[config.mk]
export PLATFORM = sky130hd
export DESIGN_NAME = twodom_ctrl
export DESIGN_NICKNAME = d
export VERILOG_FILES = /design/src/rtl/twodom_pkg.sv /design/src/rtl/twodom_ctrl.sv
export SDC_FILE = /design/constraint.sdc
export NUM_CORES = 1
export LEC_CHECK = 0
export ABC_AREA = 1
export BUFFER_PORTS_ARGS = -buffer_cell sky130_fd_sc_hd__buf_2
export CORE_AREA = 4 4 58 55
export CTS_CLUSTER_SIZE = 20
export DETAILED_ROUTE_END_ITERATION = 8
export DIE_AREA = 0 0 62 59
export GPL_ROUTABILITY_DRIVEN = 1
export PLACE_DENSITY = 0.72
export SYNTH_ARGS = -nofsm -noshare
export SYNTH_HDL_FRONTEND = slang
export SYNTH_SLANG_ARGS = --single-unit
[constraint.sdc]
create_clock -name i_clk -period 1.3 [get_ports i_clk]
set_input_delay 0.26 -clock i_clk [delete_from_list [all_inputs] [get_ports i_clk]]
set_output_delay 0.26 -clock i_clk [all_outputs]
set_load 0.05 [all_outputs]
[src/rtl/twodom_pkg.sv]
// Package for the tracking wheel odometry core: payload structs, datapath commands,
// fixed-point constants and the CORDIC arctangent table. No dependencies.
package twodom_pkg;

    typedef enum logic [0:0] {
        CFG_FWD_OFFSET  = 1'b0,
        CFG_SIDE_OFFSET = 1'b1
    } t_cfg_idx;

    typedef struct packed {
        logic signed [31:0] forward_angle;
        logic signed [31:0] strafe_angle;
        logic [15:0]        gyro_heading;
    } t_sample;

    typedef struct packed {
        logic signed [47:0] pos_x;
        logic signed [47:0] pos_y;
        logic [15:0]        heading_out;
    } t_result;

    typedef struct packed {
        t_cfg_idx           reg_index;
        logic signed [15:0] wdata;
    } t_cfg;

    typedef enum logic [4:0] {
        OP_NONE,
        OP_LOAD,
        OP_MUL_DF,
        OP_MUL_DS,
        OP_MUL_DH,
        OP_MUL_MID,
        OP_MUL_OFF_F,
        OP_MUL_OFF_S,
        OP_SET_CS,
        OP_CORD_HALF,
        OP_CORD_MID,
        OP_CORD_STEP,
        OP_CORD_NEG,
        OP_DIV_INIT,
        OP_DIV_STEP,
        OP_FAC,
        OP_MQ_HI,
        OP_MQ_LO,
        OP_MQ_FIN,
        OP_UPDATE
    } t_dp_op;

    typedef enum logic [0:0] {A_LX, A_LY} t_a_sel;
    typedef enum logic [1:0] {B_FAC, B_COS, B_SIN} t_b_sel;
    typedef enum logic [2:0] {D_LX, D_LY, D_FX_SET, D_FX_ADD, D_FY_SET, D_FY_SUB} t_dst;

    typedef struct packed {
        t_dp_op     op;
        t_a_sel     a_sel;
        t_b_sel     b_sel;
        t_dst       dst;
        logic [5:0] idx;
    } t_dp_cmd;

    typedef struct packed {
        logic dh_zero;
    } t_dp_status;

    localparam logic [15:0]        HEADING_FULL = 16'd36000;
    localparam logic signed [33:0] RAD_Q40      = 34'sd191900981;
    localparam logic signed [33:0] CORDIC_GAIN  = 34'sd652032874;
    localparam logic signed [33:0] FAC_ONE      = 34'sd1073741824;
    localparam logic signed [47:0] POS_MAX      = 48'sh7FFF_FFFF_FFFF;
    localparam logic signed [47:0] POS_MIN      = 48'sh8000_0000_0000;
    localparam int                 DIV_STEPS    = 62;

    function automatic logic [29:0] atan_q30(input logic [4:0] i);
        logic [29:0] v;
        case (i)
            5'd0:  v = 30'd843314857;
            5'd1:  v = 30'd497837829;
            5'd2:  v = 30'd263043837;
            5'd3:  v = 30'd133525159;
            5'd4:  v = 30'd67021685;
            5'd5:  v = 30'd33543516;
            5'd6:  v = 30'd16775851;
            5'd7:  v = 30'd8388437;
            5'd8:  v = 30'd4194283;
            5'd9:  v = 30'd2097149;
            5'd31: v = 30'd0;
            default: v = 30'd1 << (5'd30 - i);
        endcase
        return v;
    endfunction

endpackage

[src/rtl/twodom_ctrl.sv]
// Odometry controller: state machine that sequences the datapath commands for one
// sample and owns the sample and result handshakes. Depends on twodom_pkg.
module twodom_ctrl import twodom_pkg::*; #(
    parameter int CORDIC_STEPS = 24
) (
    input  logic       i_clk,
    input  logic       i_rst_n,
    input  logic       i_in_valid,
    output logic       o_in_ready,
    output logic       o_out_valid,
    input  logic       i_out_ready,
    input  t_dp_status i_status,
    output t_dp_cmd    o_cmd
);

    typedef enum logic [4:0] {
        ST_IDLE, ST_MDF, ST_MDS, ST_MDH, ST_MMID, ST_MOF, ST_MOS, ST_CS,
        ST_ARC_INIT, ST_ARC_STEP, ST_DIV_INIT, ST_DIV_STEP, ST_FAC,
        ST_MQ_HI, ST_MQ_LO, ST_MQ_FIN, ST_ROT_INIT, ST_ROT_STEP, ST_ROT_NEG,
        ST_UPDATE
    } t_state;

    typedef enum logic [2:0] {J_LX, J_LY, J_FX1, J_FX2, J_FY1, J_FY2} t_job;

    localparam logic [5:0] LAST_CORD = 6'(CORDIC_STEPS - 1);
    localparam logic [5:0] LAST_DIV  = 6'(DIV_STEPS - 1);

    t_state     r_state;
    t_job       r_job;
    logic [5:0] r_cnt;
    logic       r_out_valid;
    logic       out_free;

    assign out_free = !r_out_valid || i_out_ready;
    assign o_in_ready = (r_state == ST_IDLE);
    assign o_out_valid = r_out_valid;

    always_comb begin
        o_cmd.op = OP_NONE;
        o_cmd.idx = r_cnt;
        case (r_job)
            J_LX: begin
                o_cmd.a_sel = A_LX;
                o_cmd.b_sel = B_FAC;
                o_cmd.dst = D_LX;
            end
            J_LY: begin
                o_cmd.a_sel = A_LY;
                o_cmd.b_sel = B_FAC;
                o_cmd.dst = D_LY;
            end
            J_FX1: begin
                o_cmd.a_sel = A_LX;
                o_cmd.b_sel = B_COS;
                o_cmd.dst = D_FX_SET;
            end
            J_FX2: begin
                o_cmd.a_sel = A_LY;
                o_cmd.b_sel = B_SIN;
                o_cmd.dst = D_FX_ADD;
            end
            J_FY1: begin
                o_cmd.a_sel = A_LY;
                o_cmd.b_sel = B_COS;
                o_cmd.dst = D_FY_SET;
            end
            J_FY2: begin
                o_cmd.a_sel = A_LX;
                o_cmd.b_sel = B_SIN;
                o_cmd.dst = D_FY_SUB;
            end
            default: begin
                o_cmd.a_sel = A_LX;
                o_cmd.b_sel = B_FAC;
                o_cmd.dst = D_LX;
            end
        endcase
        case (r_state)
            ST_IDLE:     o_cmd.op = i_in_valid ? OP_LOAD : OP_NONE;
            ST_MDF:      o_cmd.op = OP_MUL_DF;
            ST_MDS:      o_cmd.op = OP_MUL_DS;
            ST_MDH:      o_cmd.op = OP_MUL_DH;
            ST_MMID:     o_cmd.op = OP_MUL_MID;
            ST_MOF:      o_cmd.op = OP_MUL_OFF_F;
            ST_MOS:      o_cmd.op = OP_MUL_OFF_S;
            ST_CS:       o_cmd.op = OP_SET_CS;
            ST_ARC_INIT: o_cmd.op = OP_CORD_HALF;
            ST_ARC_STEP: o_cmd.op = OP_CORD_STEP;
            ST_DIV_INIT: o_cmd.op = OP_DIV_INIT;
            ST_DIV_STEP: o_cmd.op = OP_DIV_STEP;
            ST_FAC:      o_cmd.op = OP_FAC;
            ST_MQ_HI:    o_cmd.op = OP_MQ_HI;
            ST_MQ_LO:    o_cmd.op = OP_MQ_LO;
            ST_MQ_FIN:   o_cmd.op = OP_MQ_FIN;
            ST_ROT_INIT: o_cmd.op = OP_CORD_MID;
            ST_ROT_STEP: o_cmd.op = OP_CORD_STEP;
            ST_ROT_NEG:  o_cmd.op = OP_CORD_NEG;
            ST_UPDATE:   o_cmd.op = out_free ? OP_UPDATE : OP_NONE;
            default:     o_cmd.op = OP_NONE;
        endcase
    end

    always_ff @(posedge i_clk) begin
        if (!i_rst_n) begin
            r_state     <= ST_IDLE;
            r_job       <= J_LX;
            r_cnt       <= '0;
            r_out_valid <= 1'b0;
        end else begin
            if (r_state == ST_UPDATE && out_free) begin
                r_out_valid <= 1'b1;
            end else if (i_out_ready) begin
                r_out_valid <= 1'b0;
            end
            case (r_state)
                ST_IDLE:  if (i_in_valid) r_state <= ST_MDF;
                ST_MDF:   r_state <= ST_MDS;
                ST_MDS:   r_state <= ST_MDH;
                ST_MDH:   r_state <= ST_MMID;
                ST_MMID:  r_state <= ST_MOF;
                ST_MOF:   r_state <= ST_MOS;
                ST_MOS:   r_state <= ST_CS;
                ST_CS:    r_state <= i_status.dh_zero ? ST_ROT_INIT : ST_ARC_INIT;
                ST_ARC_INIT: begin
                    r_cnt   <= '0;
                    r_state <= ST_ARC_STEP;
                end
                ST_ARC_STEP: begin
                    r_cnt <= r_cnt + 6'd1;
                    if (r_cnt == LAST_CORD) r_state <= ST_DIV_INIT;
                end
                ST_DIV_INIT: begin
                    r_cnt   <= '0;
                    r_state <= ST_DIV_STEP;
                end
                ST_DIV_STEP: begin
                    r_cnt <= r_cnt + 6'd1;
                    if (r_cnt == LAST_DIV) r_state <= ST_FAC;
                end
                ST_FAC: begin
                    r_job   <= J_LX;
                    r_state <= ST_MQ_HI;
                end
                ST_MQ_HI: r_state <= ST_MQ_LO;
                ST_MQ_LO: r_state <= ST_MQ_FIN;
                ST_MQ_FIN: begin
                    case (r_job)
                        J_LX: begin
                            r_job   <= J_LY;
                            r_state <= ST_MQ_HI;
                        end
                        J_LY:  r_state <= ST_ROT_INIT;
                        J_FX1: begin
                            r_job   <= J_FX2;
                            r_state <= ST_MQ_HI;
                        end
                        J_FX2: begin
                            r_job   <= J_FY1;
                            r_state <= ST_MQ_HI;
                        end
                        J_FY1: begin
                            r_job   <= J_FY2;
                            r_state <= ST_MQ_HI;
                        end
                        J_FY2:   r_state <= ST_UPDATE;
                        default: r_state <= ST_IDLE;
                    endcase
                end
                ST_ROT_INIT: begin
                    r_cnt   <= '0;
                    r_state <= ST_ROT_STEP;
                end
                ST_ROT_STEP: begin
                    r_cnt <= r_cnt + 6'd1;
                    if (r_cnt == LAST_CORD) r_state <= ST_ROT_NEG;
                end
                ST_ROT_NEG: begin
                    r_job   <= J_FX1;
                    r_state <= ST_MQ_HI;
                end
                ST_UPDATE: begin
                    if (out_free) begin
                        r_state <= ST_IDLE;
                    end
                end
                default: r_state <= ST_IDLE;
            endcase
        end
    end

endmodule

* Yosys cells after proc, flatten, opt, wreduce, memory -nomap -nowiden
Cells that the tools add are included.
** Storage, ports and cells
- Logic and storage cells :: 69
- Input bits :: 5
- Output and inout port bits :: 19
- Flip-flop bits (word level) :: 15
** Cells by class
- Reduce and logical (&&, ||, !) cells :: 15
- Eq/ne operators :: 32
- Add/subtract/negate cells :: 1
- Multiplexer cells :: 17
** Operators with widths (number)
- 5-bit case mux with 19 select lines :: 2
- 5-bit by 4-bit == test with 1-bit output, second input constant :: 8
- 5-bit 2-to-1 mux :: 7
- 6-bit case mux with 5 select lines :: 1
- 5-bit by 3-bit == test with 1-bit output, second input constant :: 4
- 5-bit == test, second input constant :: 4
- 5-bit case mux with 3 select lines :: 1
- 3-bit case mux with 4 select lines :: 1
- 6-bit case mux with 2 select lines :: 1
- 5-bit by 2-bit == test with 1-bit output, second input constant :: 2
- 2-bit != test, second input constant :: 5
- 3-bit case mux with 3 select lines :: 1
- 6-bit by 1-bit adder with 6-bit output, second input constant :: 1
- 3-bit by 2-bit == test with 1-bit output, second input constant :: 2
- 3-bit == test, second input constant :: 2
- 6-bit by 5-bit == test with 1-bit output, second input constant :: 1
- 6-bit == test, second input constant :: 1
- 3-bit OR reduction :: 2
- 5-bit by 1-bit == test with 1-bit output, second input constant :: 1
- 5-bit zero test :: 1
- 5-bit != test, second input constant :: 1
- 5-bit AND reduction :: 1
- 2-bit nonzero test :: 2
- 2-bit OR reduction :: 2
- 9 further kinds :: 11

* Depth between registers and ports, before layout
Gate-level depths: netlist of run 1.
- Depth after elaboration :: 4
- Gate-level depth with buffers :: 10
- Gate-level depth less buffers :: 10

* Worst setup path before layout of run 1
No wires, ideal clock.
- Kind :: register to output
- Start :: register r_job[2]
- End :: output port o_cmd[11] (netlist name)
- Buffers on the path :: 0
- Cell stages (with the launch flop) :: 5
- Slack :: -0.884 ns
- Data arrival time :: 1.924 ns
- Data required time :: 1.040 ns
- Cell sequence :: dfxtp_1 -> inv_1 -> nor2_1 -> nand2_1 -> o21ai_0
** RTL lines
- start: declaration :: line twodom_ctrl.sv:29 : t_job r_job;
- start signal: assignment :: line twodom_ctrl.sv:106 : r_job <= J_LX;
- start signal: assignment :: line twodom_ctrl.sv:141 : r_job <= J_LX;
- start signal: assignment :: line twodom_ctrl.sv:149 : r_job <= J_LY;
- end: declaration :: line twodom_ctrl.sv:13 : output t_dp_cmd o_cmd

==> reports/metrics.yaml, run 1 <==
die_h_um: 59
initial_core_util_pct: 45.9
cts_inserted_buffers: 3
route.vias.total: 1875
swShare_pct: 53.5
place_ws_ns: -0.293
p_per_area_nw_per_um2: 1970
synth-edff-count: 0
place_congestion: 1.01
fmax_ghz: 0.527
antenna_left: 0
use_met2_pct: 46.6
power.leakage_nw: 1.09
overflow: 0
cp_data_required_time_ns: 1.04
end_kind: "output port"
slew_viol_final: 0
drive_gt1_share_pct: 59.3
syn_to_final_growth_pct: 91.5
crit_chain: "buf_4 > nand2_2 > inv_1 > a21oi_2 > nand4_1 > buf_6"
rsz0062_at_grt: "true"
netlist_top_cells_area: "dfxtp_1, nand2_1, nor2_1"
drt-total-wl_um: 5450
switchingPower_mw: 2.43
syn_area_um2: 1210
synth_area_leader_cell: "dfxtp_1"
period_minus_slack_ns: 1.90
p_comb_share_pct: 77.5
violations: "setup timing"
dieArea_um2: 3660
async_flop_share_pct: 0
io_buffers: 23
h-tree-depth: 1
grt_use_met3_pct: 6.54
cts_tree: "built"
fin_skew_ns: 0.00837
synth_common_cells: "nand2_1, nor2_1, inv_1"
path_clk_slew_ns: 0.10
grt_max_degree: 11
tightest_slew_ns: 0.359
placedCellCount: 302
seq_area_frac_synth_pct: 24.8
core_um2: 2640
grt-busiest-layer: "met2"
vdd_drop_max_mv: 2.80
yosysMostFrequentCell: "nand2_1"
hold_path_class: "in2reg"
drc: 0
min_from: "i_rst_n"
clock-sinks: 15
synth-seq-cells: 15
hold_viol_final: 0
max-cap-violations: 0
syn_avg_cell_area_um2: 5.76
cts_hold_buffers: 0
critPathSlowestCell: "dfxtp_4"
crit_fanout: 5
synth_top_area_share_pct: 24.8
internal_power_mw: 2.12
timing.slew.headroom_pct: 75.9
fp.dieW_um: 62
cp-startpoint: "r_state[4]$_SDFFE_PN0P_"
viasPerCell: 5.86
path_buf_inv: 3
dp_hpwl_um: 3130
nets: 298
antenna_cells: 0
firstDrtPassIters: 5
start_kind: "flop"
fillers: 148
worst_slack_ns: -0.599
syn_nets: 217
antenna_found_initial: 0
cts_root_buffer: "clkbuf_4"
yosys.cell_types.count: 25
crit_type: "reg2out"
critPathMaxStageDelay_ns: 0.39
drt_iter0_drc: 84
worstReg2RegStart: "r_state[1]$_SDFFE_PN0P_"
stdcell_count: 320
grt_pass1_vias: 1700
grt_usage_pct: 28.4
final-setup-viol-count: 26
synth_cells: 210
grtUsageMet1_pct: 34.8
io_pins: 24
worstPathArrival_ns: 1.64
routedWlPerCell_um: 17.0
multi_input_area_um2: 1120
outcome: "finished, violations left"
clock_latency_ns: 0.29
rows: 18
seqPwrFrac_pct: 16.2
ys_warn_count: 0
synthFlopType: "dfxtp_1"
finalCritPeriodShare_pct: 146
p_total_mw: 4.55
p_clk_share_pct: 6.3
grt_first_pass_wirelength_um: 7710
cpLargestDelayFamily: "buffers and inverters"
cts_buffer_depth: 2
register_area_um2: 347
[layer usage]
layer | up-vias | share of wire (%)
li1 | 837 | -
met1 | 837 | 37
met2 | 150 | 46
met3 | 51 | 9.8
met4 | 0 | 6.4
met5 | - | 0
[path summary, 6_finish.rpt]
check | end | slack, ns | cells after the start
max reg2reg | r_state[2]$_SDFFE_PN0P_ | -0.34 | 8
min reg2reg | r_cnt[3]$_SDFFE_PN0P_ | 0.50 | 2
max | o_cmd[13] | -0.60 | 6
min | r_state[1]$_SDFFE_PN0P_ | 0.22 | 3
[layout make-up]
class | instances | area share [%]
multi-input combinational | 163 | 48.5
timing repair buffer | 77 | 27.9
sequential | 15 | 15.0
inverter | 31 | 5.78
tap | 30 | 1.62
clock buffer | 3 | 0.973
clock inverter | 1 | 0.216
[cell usage in the layout, fill, tap and decap left out, types with 3 or more instances in the layout]
cell,count
buf_6,13
o21ai_0,5
nand2_1,42
inv_2,10
nor2_1,27
a21oi_1,9
nand4_1,6
dfxtp_2,4
nor2_4,9
nand3_1,9
buf_2,10
nand2_2,11
buf_4,48
nand3_2,4
nand2_4,5
dfxtp_4,11
a21oi_2,6
buf_8,6
nand3_4,6
clkbuf_4,3
nor2_2,5
inv_1,15
[what timing repair did]
item | 4_1_cts | 5_1_grt
hold endpoints to repair | 0 | 0
pin swaps | 16 | 10
setup buffers | 11 | 6
gates resized for setup | 66 | 30
endpoints found under the setup margin | 27 | 26
[worst reg2reg max path, stage by stage (launching register included)]
cell and delay (ns):
dfxtp_4 0.42, nor2_4 0.26, buf_4 0.20, inv_1 0.06, nand4_1 0.15, nand2_1 0.06
nand3b_1 0.21, nor2_1 0.13, nor2_1 0.06
[per-stage QoR]
stage | instance area [um2] | setup TNS, ns | util, % | hold WS [ns]
after floorplan | 1420 | -1.82 | - | 0.371
after global placement | 1860 | -3.24 | 70.5 | 0.477
after detailed placement | 1860 | -4.01 | 70.5 | 0.482
after CTS | 2180 | -6.51 | 82.6 | 0.198
after global routing | 2310 | -10.05 | 87.8 | 0.247
final | 2310 | -8.22 | 87.8 | 0.225
[flip-flops by register name, summed over array words and instances (netlist names)]
register     flops
o_out_valid      1
r_job            3
r_cnt            6
r_state          5
[logic make-up after synthesis]
logic type	share of synthesized area [%]
compound gates	12.3
xor+xnor	0.725
fa+ha+maj	2.07
flops	24.8
simple gates	50.1
buf+inv	9.94
[power by group through the flow]
| stage | Combinational [mW] | Sequential (mW) | Clock (mW) |
|---|---|---|---|
| 2_1_floorplan | 1.71 | 0.712 | 0 |
| 3_3_place_gp | 2.56 | 0.695 | 0 |
| 3_5_place_dp | 2.57 | 0.703 | 0 |
| 4_1_cts | 3.13 | 0.714 | 0.304 |
| 5_1_grt | 3.73 | 0.750 | 0.306 |
| 6_report | 3.53 | 0.740 | 0.286 |
(Power assumes the default switching activity.)
==> run 2: changes to the inputs <==
Settings changed: ABC_AREA 1 to unset.
==> run 2 against run 1 <==
Largest power group unchanged. Critical path type unchanged. Sequential share of layout area down 0.16 points. Final cell count down 14%. Die area unchanged. The run still ends with setup timing left. Critical endpoint is now o_cmd[15].
==> reports/metrics.yaml, run 2 <==
dieArea_um2: 3660
drt-total-wl_um: 5320
fp.dieW_um: 62
place_congestion: 0.887
cts_inserted_buffers: 3
whs_ns: 0.352
io_pins: 24
syn_area_um2: 1210
antenna_cells: 0
clock_latency_ns: 0.29
crit_type: "reg2out"
worstPathArrival_ns: 1.61
synth-edff-count: 0
synth_top_area_share_pct: 24.7
fin_skew_ns: 0.00495
p_per_area_nw_per_um2: 562
firstDrtPassIters: 5
end_kind: "output port"
drt_iter0_drc: 123
hold_viol_final: 0
outcome: "finished, violations left"
synth_common_cells: "dfxtp_1, nand2_1, nand3_1, nor2_1, a21oi_1"
synth_area_leader_cell: "dfxtp_1"
drc: 0
syn_nets: 173
max-cap-violations: 0
drive_gt1_share_pct: 62.9
yosys.cell_types.count: 51
route.vias.total: 1695
largestRegisters: "r_cnt x6, r_state x5, r_job x3"
crit_fanout: 4
period_minus_slack_ns: 1.87
setup_tns_ns: -7.96
mostFrequentLayoutCell: "buf_4"
core_um2: 2640
antenna_found_initial: 0
cts_buffer_depth: 2
netlist_top_cells_area: "dfxtp_1, nand3_1, a21oi_1"
start_kind: "flop"
synthFlopType: "dfxtp_1"
cp_data_required_time_ns: 1.04
routedWlPerCell_um: 19.3
initial_core_util_pct: 46.1
grt_first_pass_wirelength_um: 7940
h-tree-depth: 1
seq_area_frac_synth_pct: 24.7
synth_cells: 166
min_from: "i_rst_n"
synth-seq-cells: 15
worst_slack_ns: -0.572
timing.slew.headroom_pct: 74.6
cp-startpoint: "r_state[4]$_SDFFE_PN0P_"
grt_usage_pct: 29.3
vdd_drop_max_mv: 0.581
largest_reg_flops: 6
grt_pass1_vias: 1648
rows: 18
overflow: 0
io_buffers: 23
regMostFlops: "r_cnt"
worstReg2RegStart: "r_state[3]$_SDFFE_PN0P_"
die_h_um: 59
violations: "setup timing"
cts_tree: "built"
register_area_um2: 334
ys_warn_count: 0
path_clk_slew_ns: 0.10
tightest_slew_ns: 0.378
syn_to_final_growth_pct: 85.7
nets: 253
power.leakage_nw: 0.923
cts_root_buffer: "clkbuf_4"
clock-sinks: 15
grt_max_degree: 18
syn_avg_cell_area_um2: 7.32
final-setup-viol-count: 26
async_flop_share_pct: 0
layout_common_cells: "buf_4, buf_6, nand2_1"
hold_path_class: "in2reg"
fmax_ghz: 0.534
dp_hpwl_um: 2890
fillers: 147
antenna_left: 0
finalCritPeriodShare_pct: 144
slew_viol_final: 0
viasPerCell: 6.16
p_total_mw: 1.27
multi_input_area_um2: 1060
rsz0062_at_grt: "true"
## run 2: path summary, 6_finish.rpt
kind / end / slack, ns / cells after the start
setup / recovery: o_cmd[15] / -0.57 / 4
hold / removal: r_state[2]$_SDFFE_PN0P_ / 0.35 / 3
setup reg to reg: r_state[0]$_SDFFE_PN0P_ / -0.45 / 7
hold reg to reg: r_cnt[1]$_SDFFE_PN0P_ / 0.51 / 2
## run 2: cell families after synthesis
kind of cell	count (synthesis)	synth area share, %
xor gates and xnor gates	1	0.721
muxes	2	1.75
and+or+nand+nor	77	34.0
buffers and inverters	18	7.41
DFF	15	24.7
AOI/OAI and AO/OA	51	29.4
adders and majority gates	2	2.06
## run 2: report_power, final
part | internal (mW) | switching, mW
logic | 0.247 | 0.269
registers | 0.460 | 0.0157
clock network | 0.114 | 0.161
## run 2: layout make-up
| class | instances | share of cell area, % |
|---|---|---|
| Multi-Input combinational cell | 133 | 47.1 |
| Inverter | 5 | 0.943 |
| Sequential cell | 15 | 14.8 |
| Tap cell | 30 | 1.66 |
| Clock buffer | 3 | 0.998 |
| Clock inverter | 1 | 0.222 |
| Timing Repair Buffer | 88 | 34.3 |
## run 2: layer usage
metal  vias to the layer above  track usage, %  part of all wire (%)
met1                       788            35.0                    39
met3                        27            5.45                   8.0
met2                       116            49.9                    49
li1                        764               -                     -
met5                         -               0                     0
met4                         0            13.0                   4.0
## run 2: metrics by stage
step | worst slack, ns | utilization [%] | instance area, um2 | std cells
after floorplan | -0.785 | - | 1350 | 166
after global placement | -0.331 | 66.1 | 1740 | 250
after detailed placement | -0.343 | 66.1 | 1740 | 250
after CTS | -0.550 | 81.1 | 2140 | 271
after global routing | -0.609 | 85.6 | 2260 | 275
final | -0.572 | 85.6 | 2260 | 275
## run 2: worst max-delay path: stages (launching register included)
cell and delay (ns):
dfxtp_2 0.36, or3b_4 0.41, a21boi_1 0.16, o211ai_1 0.17, buf_4 0.23
## run 2: what timing repair did
item	4_1_cts	5_1_grt
pin swaps	12	8
setup buffers	16	5
resized for setup	71	25
hold buffers	0	0
cloned	1	0
endpoints found under the setup margin	28	30
==> run 3: changes to the inputs <==
Settings changed: CORE_AREA 4 4 58 55 to 4 4 55 52, DIE_AREA 0 0 62 59 to 0 0 59 56, PLACE_DENSITY 0.72 to 0.77.
Clock period 1.3 ns to 1.8 ns, I/O delays scaled along.
==> run 3 against run 2 <==
The run still ends with setup timing left. Design area is 27% lower. First-iteration DRC count is 37% lower. Worst setup slack better by 0.42 ns. Combinational power is 46% lower. Utilization is 15 points lower. Largest power group is now registers. Highest routed layer unchanged.
==> reports/metrics.yaml, run 3 (synthesis gave the netlist of run 2 again) <==
outcome: "finished, violations left"
violations: "setup timing"
finalCritPeriodShare_pct: 108
cp_data_required_time_ns: 1.44
grt_pass1_vias: 1288
io_buffers: 23
drt-total-wl_um: 3390
cts_tree: "built"
fin_skew_ns: 0.0111
rsz0062_at_grt: "true"
regMostFlops: "r_cnt"
die_h_um: 56
highest_layer: "met4"
grt_usage_pct: 20.8
min_from: "i_rst_n"
max-cap-violations: 0
nets: 211
route.vias.total: 1380
worstReg2RegStart: "r_state[3]$_SDFFE_PN0P_"
initial_core_util_pct: 51.9
largest_reg_flops: 6
setup_tns_ns: -0.680
final-setup-viol-count: 6
place_congestion: 0.901
h-tree-depth: 1
core_um2: 2340
worst_slack_ns: -0.147
worstPathArrival_ns: 1.59
start_kind: "flop"
tightest_slew_ns: 0.360
largestRegisters: "r_cnt x6, r_state x5, r_job x3"
cts_buffer_depth: 2
drt-met1-wl_um: 1420
place_ws_ns: 0.0310
wl_met3_um: 155
dp_hpwl_um: 2490
antenna_found_initial: 0
drt_iter0_drc: 78
grt_max_degree: 18
fmax_ghz: 0.514
fp.dieW_um: 59
hold_path_class: "in2reg"
io_pins: 24
mostFrequentLayoutCell: "buf_4"
wl_met2_um: 1710
antenna_left: 0
cts_hold_buffers: 0
drc: 0
cts_inserted_buffers: 3
vdd_drop_max_mv: 0.611
viasPerCell: 5.97
timing.slew.headroom_pct: 76.0
layout_common_cells: "buf_4, buf_2, nand2_1"
cts_root_buffer: "clkbuf_4"
period_minus_slack_ns: 1.95
drive_gt1_share_pct: 40.9
path_clk_slew_ns: 0.10
dieArea_um2: 3300
hold_viol_final: 0
rows: 17
syn_to_final_growth_pct: 36.1
cp-startpoint: "r_state[3]$_SDFFE_PN0P_"
clock-sinks: 15
end_kind: "output port"
crit_fanout: 6
power.leakage_nw: 0.665
grt_first_pass_wirelength_um: 5550
firstDrtPassIters: 4
p_per_area_nw_per_um2: 492
clock_latency_ns: 0.28
crit_type: "reg2out"
antenna_cells: 0
overflow: 0
slew_viol_final: 0
routedWlPerCell_um: 14.7
run 3: final timing paths:
| check | endpoint | slack [ns] | depth (start not counted) |
|---|---|---|---|
| setup / recovery | o_cmd[15] | -0.15 | 4 |
| hold / removal | r_state[3]$_SDFFE_PN0P_ | 0.46 | 2 |
| setup reg to reg | r_state[4]$_SDFFE_PN0P_ | 0.01 | 6 |
| hold reg to reg | r_cnt[1]$_SDFFE_PN0P_ | 0.52 | 2 |
run 3: repair_timing:
action	4_1_cts	5_1_grt
pin swaps	4	5
setup endpoints to repair	6	13
resized for setup	26	11
buffers inserted	5	0
run 3: metrics by stage:
stage | power (mW) | hold slack, ns | instance area, um2 | utilization, % | std cells
3_3_place_gp | 0.564 | 0.497 | 1470 | 63.0 | 222
6_report | 0.813 | 0.455 | 1650 | 70.7 | 231
4_1_cts | 0.801 | 0.443 | 1620 | 69.1 | 231
2_1_floorplan | 0.510 | 0.488 | 1260 | - | 166
3_5_place_dp | 0.569 | 0.516 | 1470 | 63.0 | 222
5_1_grt | 0.859 | 0.453 | 1650 | 70.7 | 231
run 3: layout make-up:
type	count	area [um2]
fillers	194	686
flip-flops and latches	15	318
well taps	28	35.0
repair buffers	46	334
clock buffers	3	22.5
inverters	5	22.5
multi-input cells	133	917
clock inverters	1	5.00
run 3: report_power, final:
part | leakage (nW) | switching [mW] | total (mW) | internal [mW]
clock network | 0.0177 | 0.107 | 0.190 | 0.0822
logic | 0.522 | 0.158 | 0.278 | 0.120
registers | 0.125 | 0.0124 | 0.346 | 0.333
run 3: per-layer routing:
metal,vias up,track usage [%]
met5,-,0
met4,0,6.80
met3,11,2.78
met2,47,34.4
met1,645,27.2
li1,677,-
run 3: critical path: stages (launching register included):
cell      delay, ns
dfxtp_4        0.37
or3b_4         0.40
a21boi_1       0.14
o211ai_1       0.16
buf_4          0.23
